<file path="config.mk">
export PLATFORM = sky130hd
export DESIGN_NAME = niggli_boundary_classify_flat
export DESIGN_NICKNAME = d
export VERILOG_FILES = /design/src/rtl/nbc_pkg.sv /design/src/rtl/nbc_req_if.sv /design/src/rtl/nbc_rsp_if.sv /design/src/rtl/nbc_front.sv /design/src/rtl/nbc_queue.sv /design/src/rtl/nbc_back.sv /design/src/rtl/niggli_boundary_classify.sv /design/src/flat_wrapper.sv
export SDC_FILE = /design/constraint.sdc
export NUM_CORES = 2
export LEC_CHECK = 0
export ABC_AREA = 1
export BUFFER_PORTS_ARGS = -buffer_cell sky130_fd_sc_hd__buf_2
export CAP_MARGIN = 20
export CELL_PAD_IN_SITES_DETAIL_PLACEMENT = 1
export CELL_PAD_IN_SITES_GLOBAL_PLACEMENT = 1
export CORE_MARGIN = 2
export CORE_UTILIZATION = 25
export CTS_BUF_LIST = sky130_fd_sc_hd__clkbuf_2 sky130_fd_sc_hd__clkbuf_4 sky130_fd_sc_hd__clkbuf_8
export DETAILED_ROUTE_END_ITERATION = 10
export PLACE_DENSITY = 0.56
export SYNTH_ARGS = -nofsm -noshare
export SYNTH_HDL_FRONTEND = slang
export SYNTH_SLANG_ARGS = --single-unit
</file>
<file path="constraint.sdc">
create_clock -name clock -period 35.1 [get_ports clock]
set_input_delay 3.51 -clock clock [delete_from_list [all_inputs] [get_ports clock]]
set_output_delay 3.51 -clock clock [all_outputs]
set_load 0.02 [all_outputs]
</file>
<file path="src/rtl/nbc_pkg.sv">
// shared constants for the niggli boundary classifier
// term layout between front and back, queue depth, csr map; no dependencies
package nbc_pkg;

   localparam int COMPONENT_WIDTH_DEFAULT = 32;
   localparam int QUEUE_DEPTH_DEFAULT     = 2;

   localparam int TOLERANCE_WIDTH = 31;
   localparam int MASK_WIDTH      = 15;

   // apb map: one 32-bit register per word
   localparam int CSR_ADDR_WIDTH = 3;
   localparam int CSR_DATA_WIDTH = 32;
   localparam logic REG_TOLERANCE = 1'b0;

   // differences and sums the front stage hands to the back stage
   localparam int T_D12  = 0;   // aa - bb
   localparam int T_D23  = 1;   // bb - cc
   localparam int T_G4   = 2;   // 2bc
   localparam int T_G5   = 3;   // 2ac
   localparam int T_G6   = 4;   // 2ab
   localparam int T_D24  = 5;   // bb - 2bc
   localparam int T_D56  = 6;   // 2ac - 2ab
   localparam int T_S24  = 7;   // bb + 2bc
   localparam int T_D15  = 8;   // aa - 2ac
   localparam int T_D46  = 9;   // 2bc - 2ab
   localparam int T_S15  = 10;  // aa + 2ac
   localparam int T_D16  = 11;  // aa - 2ab
   localparam int T_D45  = 12;  // 2bc - 2ac
   localparam int T_S16  = 13;  // aa + 2ab
   localparam int T_SF   = 14;  // aa + bb + 2bc + 2ac + 2ab
   localparam int NTERM  = 15;

   // wide enough for a five-term sum and for the tolerance compare
   function automatic int term_width(input int cw);
      int base;
      base = (cw > TOLERANCE_WIDTH) ? cw : TOLERANCE_WIDTH;
      return base + 4;
   endfunction

endpackage

</file>
<file path="src/rtl/nbc_req_if.sv">
// input channel: one g6 vector per transfer
// depends on nbc_pkg for the default component width
interface nbc_req_if
   import nbc_pkg::*;
#(
   parameter int COMPONENT_WIDTH = COMPONENT_WIDTH_DEFAULT
);
   logic                              valid;
   logic                              ready;
   logic signed [COMPONENT_WIDTH-1:0] g_aa;
   logic signed [COMPONENT_WIDTH-1:0] g_bb;
   logic signed [COMPONENT_WIDTH-1:0] g_cc;
   logic signed [COMPONENT_WIDTH-1:0] g_2bc;
   logic signed [COMPONENT_WIDTH-1:0] g_2ac;
   logic signed [COMPONENT_WIDTH-1:0] g_2ab;

   modport source (output valid, g_aa, g_bb, g_cc, g_2bc, g_2ac, g_2ab, input ready);
   modport sink   (input valid, g_aa, g_bb, g_cc, g_2bc, g_2ac, g_2ab, output ready);
endinterface

</file>
<file path="src/rtl/nbc_rsp_if.sv">
// result channel: boundary hit mask and any-hit flag
// depends on nbc_pkg for the mask width
interface nbc_rsp_if
   import nbc_pkg::*;
();
   logic                  valid;
   logic                  ready;
   logic [MASK_WIDTH-1:0] boundary_mask;
   logic                  any_boundary;

   modport source (output valid, boundary_mask, any_boundary, input ready);
   modport sink   (input valid, boundary_mask, any_boundary, output ready);
endinterface

</file>
<file path="src/rtl/nbc_front.sv">
// front stage: takes a g6 vector and registers all widened sums and differences
// depends on nbc_pkg and nbc_req_if
module nbc_front
   import nbc_pkg::*;
#(
   parameter int COMPONENT_WIDTH = COMPONENT_WIDTH_DEFAULT,
   parameter int TW              = term_width(COMPONENT_WIDTH)
)(
   input  logic                clock,
   input  logic                reset,
   nbc_req_if.sink             req_chan,
   output logic                push_valid,
   input  logic                push_ready,
   output logic [NTERM*TW-1:0] push_data
);

   localparam int EXT = TW - COMPONENT_WIDTH;

   logic                front_valid_ff;
   logic                front_valid_in;
   logic [NTERM*TW-1:0] terms_ff;
   logic [NTERM*TW-1:0] terms_in;
   logic                req_fire;

   logic signed [TW-1:0] g1, g2, g3, g4, g5, g6;
   logic signed [TW-1:0] s12, s45;

   assign g1 = signed'({{EXT{req_chan.g_aa[COMPONENT_WIDTH-1]}},  req_chan.g_aa});
   assign g2 = signed'({{EXT{req_chan.g_bb[COMPONENT_WIDTH-1]}},  req_chan.g_bb});
   assign g3 = signed'({{EXT{req_chan.g_cc[COMPONENT_WIDTH-1]}},  req_chan.g_cc});
   assign g4 = signed'({{EXT{req_chan.g_2bc[COMPONENT_WIDTH-1]}}, req_chan.g_2bc});
   assign g5 = signed'({{EXT{req_chan.g_2ac[COMPONENT_WIDTH-1]}}, req_chan.g_2ac});
   assign g6 = signed'({{EXT{req_chan.g_2ab[COMPONENT_WIDTH-1]}}, req_chan.g_2ab});

   assign s12 = g1 + g2;
   assign s45 = g4 + g5;

   always_comb begin
      terms_in = '0;
      terms_in[T_D12*TW +: TW] = g1 - g2;
      terms_in[T_D23*TW +: TW] = g2 - g3;
      terms_in[T_G4*TW  +: TW] = g4;
      terms_in[T_G5*TW  +: TW] = g5;
      terms_in[T_G6*TW  +: TW] = g6;
      terms_in[T_D24*TW +: TW] = g2 - g4;
      terms_in[T_D56*TW +: TW] = g5 - g6;
      terms_in[T_S24*TW +: TW] = g2 + g4;
      terms_in[T_D15*TW +: TW] = g1 - g5;
      terms_in[T_D46*TW +: TW] = g4 - g6;
      terms_in[T_S15*TW +: TW] = g1 + g5;
      terms_in[T_D16*TW +: TW] = g1 - g6;
      terms_in[T_D45*TW +: TW] = g4 - g5;
      terms_in[T_S16*TW +: TW] = g1 + g6;
      terms_in[T_SF*TW  +: TW] = s12 + s45 + g6;
   end

   // stage frees up whenever the queue takes what it holds
   assign req_chan.ready = !front_valid_ff || push_ready;
   assign req_fire       = req_chan.valid && req_chan.ready;

   always_comb begin
      front_valid_in = front_valid_ff;
      if (req_fire) begin
         front_valid_in = 1'b1;
      end else if (push_ready) begin
         front_valid_in = 1'b0;
      end
   end

   always_ff @(posedge clock) begin
      if (reset) begin
         front_valid_ff <= 1'b0;
      end else begin
         front_valid_ff <= front_valid_in;
      end
   end

   always_ff @(posedge clock) begin
      if (req_fire) begin
         terms_ff <= terms_in;
      end
   end

   assign push_valid = front_valid_ff;
   assign push_data  = terms_ff;

endmodule

</file>
<file path="src/rtl/nbc_queue.sv">
// short register queue between the front and back stages
// depends on nbc_pkg for the default depth
module nbc_queue
   import nbc_pkg::*;
#(
   parameter int DATA_WIDTH = 32,
   parameter int DEPTH      = QUEUE_DEPTH_DEFAULT
)(
   input  logic                  clock,
   input  logic                  reset,
   input  logic                  push_valid,
   output logic                  push_ready,
   input  logic [DATA_WIDTH-1:0] push_data,
   output logic                  pop_valid,
   input  logic                  pop_ready,
   output logic [DATA_WIDTH-1:0] pop_data
);

   localparam int PW = (DEPTH > 1) ? $clog2(DEPTH) : 1;
   localparam int CW = $clog2(DEPTH + 1);
   localparam logic [PW-1:0] LAST_PTR = PW'(DEPTH - 1);

   logic [DATA_WIDTH-1:0] slot_ff [DEPTH];
   logic [PW-1:0]         wr_ptr_ff, wr_ptr_in;
   logic [PW-1:0]         rd_ptr_ff, rd_ptr_in;
   logic [CW-1:0]         count_ff,  count_in;
   logic                  push_fire;
   logic                  pop_fire;

   assign push_ready = (count_ff != CW'(DEPTH));
   assign pop_valid  = (count_ff != '0);
   assign push_fire  = push_valid && push_ready;
   assign pop_fire   = pop_valid && pop_ready;
   assign pop_data   = slot_ff[rd_ptr_ff];

   always_comb begin
      wr_ptr_in = wr_ptr_ff;
      rd_ptr_in = rd_ptr_ff;
      count_in  = count_ff;
      if (push_fire) begin
         wr_ptr_in = (wr_ptr_ff == LAST_PTR) ? '0 : wr_ptr_ff + 1'b1;
      end
      if (pop_fire) begin
         rd_ptr_in = (rd_ptr_ff == LAST_PTR) ? '0 : rd_ptr_ff + 1'b1;
      end
      if (push_fire && !pop_fire) begin
         count_in = count_ff + 1'b1;
      end else if (pop_fire && !push_fire) begin
         count_in = count_ff - 1'b1;
      end
   end

   always_ff @(posedge clock) begin
      if (reset) begin
         wr_ptr_ff <= '0;
         rd_ptr_ff <= '0;
         count_ff  <= '0;
      end else begin
         wr_ptr_ff <= wr_ptr_in;
         rd_ptr_ff <= rd_ptr_in;
         count_ff  <= count_in;
      end
   end

   always_ff @(posedge clock) begin
      if (push_fire) begin
         slot_ff[wr_ptr_ff] <= push_data;
      end
   end

   a_count_bounded: assert property (@(posedge clock) disable iff (reset)
      count_ff <= CW'(DEPTH))
      else $error("queue count beyond depth");

   a_pop_drains: assert property (@(posedge clock) disable iff (reset)
      (pop_fire && !push_fire) |=> (count_ff == $past(count_ff) - 1'b1))
      else $error("pop without push did not lower the count");

   a_push_fills: assert property (@(posedge clock) disable iff (reset)
      (push_fire && !pop_fire) |=> pop_valid)
      else $error("queue empty right after a push");

endmodule

</file>
<file path="src/rtl/nbc_back.sv">
// back stage: tolerance compares on the queued terms, mask assembly, result register
// depends on nbc_pkg and nbc_rsp_if
module nbc_back
   import nbc_pkg::*;
#(
   parameter int COMPONENT_WIDTH = COMPONENT_WIDTH_DEFAULT,
   parameter int TW              = term_width(COMPONENT_WIDTH)
)(
   input  logic                       clock,
   input  logic                       reset,
   input  logic                       pop_valid,
   output logic                       pop_ready,
   input  logic [NTERM*TW-1:0]        pop_data,
   input  logic [TOLERANCE_WIDTH-1:0] tolerance,
   nbc_rsp_if.source                  rsp_chan
);

   logic signed [TW-1:0]  term [NTERM];
   logic signed [TW-1:0]  tol_pos;
   logic signed [TW-1:0]  tol_neg;
   logic [NTERM-1:0]      le_tol;
   logic [NTERM-1:0]      ge_ntol;
   logic [NTERM-1:0]      near;
   logic [MASK_WIDTH-1:0] mask_in;
   logic [MASK_WIDTH-1:0] mask_ff;
   logic                  any_ff;
   logic                  rsp_valid_ff;
   logic                  rsp_valid_in;
   logic                  pop_fire;

   assign tol_pos = signed'({{(TW-TOLERANCE_WIDTH){1'b0}}, tolerance});
   assign tol_neg = -tol_pos;

   always_comb begin
      for (int i = 0; i < NTERM; i++) begin
         term[i]    = signed'(pop_data[i*TW +: TW]);
         le_tol[i]  = (term[i] <= tol_pos);
         ge_ntol[i] = (term[i] >= tol_neg);
         near[i]    = le_tol[i] && ge_ntol[i];
      end
   end

   always_comb begin
      mask_in      = '0;
      mask_in[0]   = near[T_D12];
      mask_in[1]   = near[T_D23];
      mask_in[2]   = near[T_G4];
      mask_in[3]   = near[T_G5];
      mask_in[4]   = near[T_G6];
      mask_in[5]   = near[T_D24] && ge_ntol[T_D56];
      mask_in[6]   = near[T_D24] && le_tol[T_D56];
      mask_in[7]   = near[T_S24];
      mask_in[8]   = near[T_D15] && ge_ntol[T_D46];
      mask_in[9]   = near[T_D15] && le_tol[T_D46];
      mask_in[10]  = near[T_S15];
      mask_in[11]  = near[T_D16] && ge_ntol[T_D45];
      mask_in[12]  = near[T_D16] && le_tol[T_D45];
      mask_in[13]  = near[T_S16];
      mask_in[14]  = near[T_SF];
   end

   // output register parts the queue from the result sink
   assign pop_ready = !rsp_valid_ff || rsp_chan.ready;
   assign pop_fire  = pop_valid && pop_ready;

   always_comb begin
      rsp_valid_in = rsp_valid_ff;
      if (pop_fire) begin
         rsp_valid_in = 1'b1;
      end else if (rsp_chan.ready) begin
         rsp_valid_in = 1'b0;
      end
   end

   always_ff @(posedge clock) begin
      if (reset) begin
         rsp_valid_ff <= 1'b0;
      end else begin
         rsp_valid_ff <= rsp_valid_in;
      end
   end

   always_ff @(posedge clock) begin
      if (pop_fire) begin
         mask_ff <= mask_in;
         any_ff  <= |mask_in;
      end
   end

   assign rsp_chan.valid         = rsp_valid_ff;
   assign rsp_chan.boundary_mask = mask_ff;
   assign rsp_chan.any_boundary  = any_ff;

   a_any_matches_mask: assert property (@(posedge clock) disable iff (reset)
      rsp_valid_ff |-> (any_ff == (|mask_ff)))
      else $error("any-hit flag disagrees with mask");

   a_reset_clears: assert property (@(posedge clock)
      reset |=> !rsp_valid_ff)
      else $error("result valid after reset");

   a_refill_on_pop: assert property (@(posedge clock) disable iff (reset)
      pop_fire |=> rsp_valid_ff)
      else $error("popped item did not reach the result register");

endmodule

</file>
<file path="src/rtl/niggli_boundary_classify.sv">
// niggli boundary classifier top level: front stage, queue, back stage, tolerance csr
// path: the front register loads at the req transfer edge, then the queue slot, then the
// result register; a full queue or result back-pressure can hold an item between them
// throughput: one vector per cycle while results are taken; the queue absorbs result back-pressure so the
// front keeps taking vectors until both the queue and the front register are full
// reset: synchronous, active high; clears all valid state and sets tolerance to 0
module niggli_boundary_classify
   import nbc_pkg::*;
#(
   parameter int COMPONENT_WIDTH = COMPONENT_WIDTH_DEFAULT,
   parameter int QUEUE_DEPTH     = QUEUE_DEPTH_DEFAULT
)(
   input  logic                      clock,
   input  logic                      reset,
   nbc_req_if.sink                   req_chan,
   nbc_rsp_if.source                 rsp_chan,
   input  logic                      psel,
   input  logic                      penable,
   input  logic                      pwrite,
   input  logic [CSR_ADDR_WIDTH-1:0] paddr,
   input  logic [CSR_DATA_WIDTH-1:0] pwdata,
   output logic [CSR_DATA_WIDTH-1:0] prdata,
   output logic                      pready
);

   localparam int TW = term_width(COMPONENT_WIDTH);

   logic [TOLERANCE_WIDTH-1:0] tolerance_ff;
   logic [TOLERANCE_WIDTH-1:0] tolerance_in;
   logic                       reg_sel;
   logic                       csr_write;

   logic                push_valid;
   logic                push_ready;
   logic [NTERM*TW-1:0] push_data;
   logic                pop_valid;
   logic                pop_ready;
   logic [NTERM*TW-1:0] pop_data;

   // register decode: word index from the upper address bits
   assign pready    = 1'b1;
   assign reg_sel   = (paddr[CSR_ADDR_WIDTH-1:2] == REG_TOLERANCE);
   assign csr_write = psel && penable && pwrite && pready;

   always_comb begin
      tolerance_in = tolerance_ff;
      if (csr_write && reg_sel) begin
         tolerance_in = pwdata[TOLERANCE_WIDTH-1:0];
      end
   end

   always_ff @(posedge clock) begin
      if (reset) begin
         tolerance_ff <= '0;
      end else begin
         tolerance_ff <= tolerance_in;
      end
   end

   assign prdata = reg_sel ? {{(CSR_DATA_WIDTH-TOLERANCE_WIDTH){1'b0}}, tolerance_ff} : '0;

   nbc_front #(
      .COMPONENT_WIDTH (COMPONENT_WIDTH),
      .TW              (TW)
   ) u_front (
      .clock      (clock),
      .reset      (reset),
      .req_chan   (req_chan),
      .push_valid (push_valid),
      .push_ready (push_ready),
      .push_data  (push_data)
   );

   nbc_queue #(
      .DATA_WIDTH (NTERM*TW),
      .DEPTH      (QUEUE_DEPTH)
   ) u_queue (
      .clock      (clock),
      .reset      (reset),
      .push_valid (push_valid),
      .push_ready (push_ready),
      .push_data  (push_data),
      .pop_valid  (pop_valid),
      .pop_ready  (pop_ready),
      .pop_data   (pop_data)
   );

   nbc_back #(
      .COMPONENT_WIDTH (COMPONENT_WIDTH),
      .TW              (TW)
   ) u_back (
      .clock     (clock),
      .reset     (reset),
      .pop_valid (pop_valid),
      .pop_ready (pop_ready),
      .pop_data  (pop_data),
      .tolerance (tolerance_ff),
      .rsp_chan  (rsp_chan)
   );

endmodule

</file>
<file path="src/flat_wrapper.sv">
// flat-port wrapper written by rule: the top's interface ports become plain ports
module niggli_boundary_classify_flat import nbc_pkg::*;
#(
   parameter int COMPONENT_WIDTH = COMPONENT_WIDTH_DEFAULT,
   parameter int QUEUE_DEPTH     = QUEUE_DEPTH_DEFAULT
)
  (clock, reset, psel, penable, pwrite, paddr, pwdata, prdata, pready, req_chan_valid, req_chan_g_aa, req_chan_g_bb, req_chan_g_cc, req_chan_g_2bc, req_chan_g_2ac, req_chan_g_2ab, req_chan_ready, rsp_chan_valid, rsp_chan_boundary_mask, rsp_chan_any_boundary, rsp_chan_ready);
  nbc_req_if #(.COMPONENT_WIDTH(COMPONENT_WIDTH)) req_chan_i ();
  nbc_rsp_if rsp_chan_i ();
  input  logic clock;
  input  logic reset;
  input  logic psel;
  input  logic penable;
  input  logic pwrite;
  input  logic [CSR_ADDR_WIDTH-1:0] paddr;
  input  logic [CSR_DATA_WIDTH-1:0] pwdata;
  output logic [CSR_DATA_WIDTH-1:0] prdata;
  output logic pready;
  input wire logic [$bits(req_chan_i.valid)-1:0] req_chan_valid;
  input wire logic [$bits(req_chan_i.g_aa)-1:0] req_chan_g_aa;
  input wire logic [$bits(req_chan_i.g_bb)-1:0] req_chan_g_bb;
  input wire logic [$bits(req_chan_i.g_cc)-1:0] req_chan_g_cc;
  input wire logic [$bits(req_chan_i.g_2bc)-1:0] req_chan_g_2bc;
  input wire logic [$bits(req_chan_i.g_2ac)-1:0] req_chan_g_2ac;
  input wire logic [$bits(req_chan_i.g_2ab)-1:0] req_chan_g_2ab;
  output wire logic [$bits(req_chan_i.ready)-1:0] req_chan_ready;
  output wire logic [$bits(rsp_chan_i.valid)-1:0] rsp_chan_valid;
  output wire logic [$bits(rsp_chan_i.boundary_mask)-1:0] rsp_chan_boundary_mask;
  output wire logic [$bits(rsp_chan_i.any_boundary)-1:0] rsp_chan_any_boundary;
  input wire logic [$bits(rsp_chan_i.ready)-1:0] rsp_chan_ready;
  assign req_chan_i.valid = req_chan_valid;
  assign req_chan_i.g_aa = req_chan_g_aa;
  assign req_chan_i.g_bb = req_chan_g_bb;
  assign req_chan_i.g_cc = req_chan_g_cc;
  assign req_chan_i.g_2bc = req_chan_g_2bc;
  assign req_chan_i.g_2ac = req_chan_g_2ac;
  assign req_chan_i.g_2ab = req_chan_g_2ab;
  assign req_chan_ready = req_chan_i.ready;
  assign rsp_chan_valid = rsp_chan_i.valid;
  assign rsp_chan_boundary_mask = rsp_chan_i.boundary_mask;
  assign rsp_chan_any_boundary = rsp_chan_i.any_boundary;
  assign rsp_chan_i.ready = rsp_chan_ready;
  niggli_boundary_classify #(.COMPONENT_WIDTH(COMPONENT_WIDTH), .QUEUE_DEPTH(QUEUE_DEPTH)) u_core (.clock(clock), .reset(reset), .req_chan(req_chan_i), .rsp_chan(rsp_chan_i), .psel(psel), .penable(penable), .pwrite(pwrite), .paddr(paddr), .pwdata(pwdata), .prdata(prdata), .pready(pready));
endmodule
</file>
Word level (Yosys, flattened, before mapping)
Memories as Yosys holds them, arrays and structs flattened. A register that Yosys moved wholly into a read port is not among the register bits.
Index checks and enable logic that the tools add are counted.
- flip-flop bits (word level): 593
- latch bits: 0
- RAM bits: 1080
- ROM bits: 0
- input bits: 234
- output and inout port bits: 51
- logic and storage cells: 112
- memories kept: 1
- add/sub/neg operators: 20
- multipliers: 0
- div/mod/pow operators: 0
- $lt $le $gt $ge: 30
- equality and inequality tests: 1
- shift operators: 0
- mux-type cells: 13
- bitwise logic cells: 1
- reductions and logical operators: 37
- memory list (memory ; words ; bits a word ; rd ports ; clocked after Yosys merged registers in ; write ports ; RTL line ; text):
    u_core.u_queue.slot_ff ; 2 ; 540 ; 1 ; 1 ; 1 ; nbc_queue.sv:23 ; logic [DATA_WIDTH-1:0] slot_ff [DEPTH];
- operators with widths (cell ; count):
    36-bit greater-or-equal comparator ; 15
    36-bit by 32-bit less-or-equal comparator with 1-bit output ; 15
    32-bit by 32-bit subtractor with 33-bit output ; 8
    32-bit by 32-bit adder with 33-bit output ; 5
    31-bit negation with 36-bit output ; 1
    34-bit by 32-bit adder with 35-bit output ; 1
    33-bit by 33-bit adder with 34-bit output ; 1
    31-bit 2-to-1 mux ; 1
    1-bit logical AND ; 26
    15-bit OR reduction ; 1
    1-bit 2-to-1 mux ; 10
    2-bit nonzero test ; 4
    1-bit logical NOT ; 4
    2-bit 2-to-1 mux ; 2
    1-bit adder (second input constant) ; 2
    2-bit by 1-bit adder with 2-bit output (second input constant) ; 1
    1-bit logical OR ; 2
    2-bit inequality test (second input constant) ; 1
    2-bit by 1-bit subtractor with 2-bit output (second input constant) ; 1
    1-bit NOT ; 1

Logic depth before layout (Yosys ltp)
- word-level depth: 6
- mapped depth: 35
- gate-level depth less buffers: 32

By module
From an unflattened synthesis, not the netlist that was laid out.
- cells, all modules: 11954
- area total of the unflattened synthesis: 111544.5 um^2
- modules (own cells, without submodules) (module ; instances ; cells an instance ; area each (um^2) ; seq. area each (um^2)):
    nbc_front ; 1 ; 6517 ; 46146.8 ; 14764.2
    nbc_queue ; 1 ; 1717 ; 39401.5 ; 32531.2
    nbc_back ; 1 ; 3444 ; 24285.8 ; 500.5
    niggli_boundary_classify ; 1 ; 276 ; 1710.4 ; 620.6

Worst setup path before layout
OpenSTA, ideal clock, no wires.
- kind: flip-flop to flip-flop
- start point: register u_core.u_queue.count_ff[1]
- end point: memory u_core.u_queue.slot_ff[1][0] in the netlist's numbering (enable)
- setup time: 1.360 ns
- arrival: 20.848 ns
- required time: 33.740 ns
- slack: 12.892 ns
- cell stages (with the launch flop): 4
- path buffers: 0
- clock period less this slack: 22.208 ns
- cells stage by stage: dfxtp_1 inv_1 o21ai_0 nor2_1
- cells in the longest elaborated chain, start to end: 4
- RTL lines (what ; RTL line ; text):
    start, declared ; nbc_queue.sv:26 ; logic [CW-1:0] count_ff, count_in;
    start signal, assigned ; nbc_queue.sv:61 ; count_ff <= count_in;
    2-bit inequality test ; nbc_queue.sv:30 ; assign push_ready = (count_ff != CW'(DEPTH));
    1-bit logical AND ; nbc_queue.sv:32 ; assign push_fire = push_valid && push_ready;
    1-bit 2-to-1 mux ; nbc_queue.sv:66 ; if (push_fire) begin
    1-bit 2-to-1 mux (not written as such) ; nbc_queue.sv:67 ; slot_ff[wr_ptr_ff] <= push_data;
    end, declared ; nbc_queue.sv:23 ;
No other way between the ends.

Worst setup path after layout
- start point: input req_chan_g_2bc[1]
- end point: register u_core.u_front.terms_ff[533] (netlist: u_core.u_front.push_data[533]), data pin
- cells in the longest elaborated chain, start to end: 3
- RTL lines (what ; RTL line ; text):
    start, declared ; flat_wrapper.sv:23 ; input wire logic [$bits(req_chan_i.g_2bc)-1:0] req_chan_g_2bc;
    32-bit by 32-bit adder with 33-bit output ; nbc_front.sv:36 ; assign s45 = g4 + g5;
    33-bit by 33-bit adder with 34-bit output ; nbc_front.sv:54 ; terms_in[T_SF*TW +: TW] = s12 + s45 + g6;
    34-bit by 32-bit adder with 35-bit output ; nbc_front.sv:54 ;
    net u_core.u_front.terms_in[533] ; nbc_front.sv:22 ; logic [NTERM*TW-1:0] terms_in;
    end signal, assigned ; nbc_front.sv:80 ; terms_ff <= terms_in;
    end, declared ; nbc_front.sv:21 ; logic [NTERM*TW-1:0] terms_ff;
The timed path passes the listed nets, and every way through them passes these cells.
A chain may end at the register's enable or synchronous reset.

==> results.cfg <==
[timing]
finalSetupViolations = 0
slew_viol_final = 0
grt_setup_unrepaired = false
period_needed_ns = 8.16
min_period_over_period_pct = 23.3
skew_ns = 0.0605
fin_tns_setup_ns = 0
timing.fmax_ghz = 0.122
hold_viol = 0
relSlewSlack_pct = 19.0
tightestPinTransition_ns = 1.20

[worst_setup_path]
crit_type = input port to flip-flop
crit_required_ns = 35.85
reg2reg_slack_ns = 27.71
cp.arrival_ns = 8.92
rr_startpoint = u_core.tolerance_ff[1]$_SDFFE_PP0P_
cp-end-kind = flip-flop
r2r_end = u_core.u_back.rsp_chan.any_boundary$_DFFE_PP_
startpoint_type = input port
critPathMaxFanout = 6
reg2regPathDepth = 22

[place]
port_buffers = 279
hpwl_um = 318000
gp_congestion = 0.936

[cells_and_area]
layout-drive-gt1-share_pct = 9.59
multi_input_area_mm2 = 0.0485
num-fill-cells = 45200
regArea_mm2 = 0.0455
syn_to_final_growth_pct = 14.4
nNetsFinal = 12400

[die]
start_util_pct = 25.1
rows = 230
ioPinCount = 285
die_h_um = 632
dieArea_mm2 = 0.399
fp.dieW_um = 632
core_mm2 = 0.392

[clocking]
cts.sinks = 1527
insertion_delay_ns = 0.98
clock_path_buffers = 4
cts.reportedPaths.clkPinSlew_ns = 0.07
cts_tree = built
cts_resized = 0
cts_buffers = 275
hold_buffers = 0
htreeDepth = 5
post_cts_buffers = 0
clockRootBuffer = clkbuf_8

[synth]
syn_inst = 10100
synth_compound_area_share_pct = 9.78
synth_cell_types = 73
seq_area_frac_synth_pct = 46.2
synth-edff-count = 1489
syn_area_per_cell_um2 = 9.71
yosys_warnings = 0
async_flop_share_pct = 0
synth_ff_type = edfxtp_1
synth_seq_cells = 1527
synth-simple-area-share_pct = 15.9
synthMuxAreaShare_pct = 0.163
synth_most_common_cell = nand2_1
synth_top_area_share_pct = 45.4
yosys-top-cells-area = edfxtp_1 (45%), ha_1 (17%), nand2_1 (9.7%), a21oi_1 (4.2%), inv_1 (4.1%)
syn_area_mm2 = 0.0985
synthAdderAreaFrac_pct = 19.5
yosys.area_share.xor_xnor_pct = 3.56
synth_top_family_by_area = adder cells
synth_top_area_cell = edfxtp_1
synth_common_cells = nand2_1 (2553), edfxtp_1 (1489), ha_1 (1361)
postSynthNetCount = 11800

[hold_path]
hp-start = u_core.u_front.push_data[298]$_DFFE_PP_
worstHoldEndpoint = u_core.u_queue.slot_ff[1][298]$_DFFE_PP_
hold_path.class = flip-flop to flip-flop
holdPathStages = 0

[route]
drc = 0
first_pass_iters = 6
drt_iter0_drc = 5786
routedWlPerCell_um = 25.1
final_antenna_net_count = 0
vias = 77400
avgViaCountPerCell = 4.80
wirelength_um = 405000

[power]
leakage_nw = 48.8
total_power_mw = 7.69
ir_drop_mv = 0.0414
p_per_area_mw_per_mm2 = 68.2

[global_route]
grtUsageTotal_pct = 19.8
grt_pass1_vias = 79300
grt_antenna_before_repair = 106
grt_pass1_wl_um = 563000
overflow = 0
grt_max_degree = 136

[status]
status = finished clean

[run]
cap_violations = 0
worst max path at each step:
stage	start	to	slack (ns)	depth (start not counted)
4_1_cts	req_chan_g_2bc[1]	u_core.u_front.push_data[533]$_DFFE_PP_	27.02	25
3_5_place_dp	req_chan_g_2bc[1]	u_core.u_front.push_data[533]$_DFFE_PP_	25.99	25
2_1_floorplan	u_core.u_queue.count_ff[1]$_SDFFE_PP0P_	u_core.u_queue.slot_ff[1][0]$_DFFE_PP_	12.89	3
3_3_place_gp	req_chan_g_2bc[1]	u_core.u_front.push_data[533]$_DFFE_PP_	26.05	25
6_report	req_chan_g_2bc[1]	u_core.u_front.push_data[533]$_DFFE_PP_	26.94	25
5_1_grt	req_chan_g_2bc[1]	u_core.u_front.push_data[533]$_DFFE_PP_	26.76	25
flip-flops by register name, indices dropped and copies added (netlist names), named ones only:
signal                                cells
u_core.u_back.rsp_chan.boundary_mask     15
u_core.u_back.rsp_chan.any_boundary       1
u_core.u_front.push_data                491
u_core.u_queue.wr_ptr_ff                  1
u_core.u_front.push_valid                 1
u_core.u_queue.slot_ff                  982
u_core.u_back.rsp_chan.valid              1
u_core.tolerance_ff                      31
u_core.u_queue.rd_ptr_ff                  1
u_core.u_queue.count_ff                   2
per-layer routing:
layer  vias to the layer above  global-route usage [%]  share of wire [%]
met5                         -                       0             0.0030
met4                         2                    8.99                5.0
met3                       664                    2.06                4.9
met2                      2058                    33.1                 46
met1                     38400                    25.8                 44
li1                      36200                       -                  -
cell type report:
type,count,area share [%]
diodes,23,0.0511
repair buffers,436,2.36
multi-input cells,7343,43.0
clock inverters,129,0.926
well taps,5220,5.80
inverters,1085,3.63
clock buffers,343,3.87
flip-flops and latches,1527,40.4
stage by stage:
step / utilization [%] / std cells / hold WS [ns] / cell area (um2) / setup WS [ns]
6_report: 28.7 / 16100 / 0.420 / 113000 / 26.94
5_1_grt: 28.7 / 16100 / 0.423 / 113000 / 26.76
4_1_cts: 28.7 / 16100 / 0.404 / 113000 / 27.02
3_5_place_dp: 27.3 / 15600 / 0.430 / 107000 / 25.99
3_3_place_gp: 27.3 / 15600 / 0.422 / 107000 / 26.05
2_1_floorplan: - / 10100 / 0.421 / 98500 / 12.89
cell families (layout without fill, tap and decap cells):
group	after synthesis	in the layout
buf+inv	1275	1993
flops	1527	1527
fa+ha+maj	1470	1470
xor+xnor	400	400
other cells	2	25
compound gates	1643	1643
mux	16	16
simple gates	3812	3812
report_power, final:
| group | switching, mW | leakage, nW | internal (mW) | total, mW |
|---|---|---|---|---|
| Sequential | 0.0912 | 14.2 | 2.36 | 2.46 |
| Combinational | 2.40 | 31.7 | 1.10 | 3.51 |
| Clock | 0.791 | 2.80 | 0.936 | 1.73 |
critical path, stage by stage:
cell and delay (ns):
buf_2 0.34, inv_1 0.43, fa_1 0.68, fa_1 0.46
fa_1 0.46, inv_1 0.07, ha_1 0.18, inv_1 0.06
fa_1 0.40, inv_1 0.07, nand3_1 0.06, nand2_1 0.11
a21boi_1 0.11, nor2_1 0.17, o22ai_2 0.12, o21ai_0 0.49
a21boi_1 0.31, inv_1 0.11, nand2_1 0.06, nand2_1 0.10
nand2_1 0.06, nand2_1 0.10, nand3_1 0.08, nand2_1 0.08
xor2_1 0.26
cells in the final DEF (no fill, tap or decap), types with 23 or more instances in the layout:
cell and count:
or2_2 31, o31ai_1 33, nand4_1 127, nor2_1 640, inv_1 1071, clkinv_2 36, buf_4 150, buf_2 279
fa_1 109, nor4_1 31, a21oi_1 816, nor3_1 96, a21boi_1 29, edfxtp_1 1489, a21boi_2 25, a211oi_1 70
xor2_1 307, clkbuf_4 58, diode_2 23, nand2_1 2552, a221oi_1 26, clkinv_1 55, nand3_1 233, a21boi_0 29
o21ai_0 283, o21bai_1 49, xnor2_1 67, a31oi_1 125, clkbuf_8 285, o21a_1 25, xor2_2 23, dfxtp_1 37
ha_1 1361, a2111oi_0 24
No activity file was read; power rests on OpenSTA's default activity.
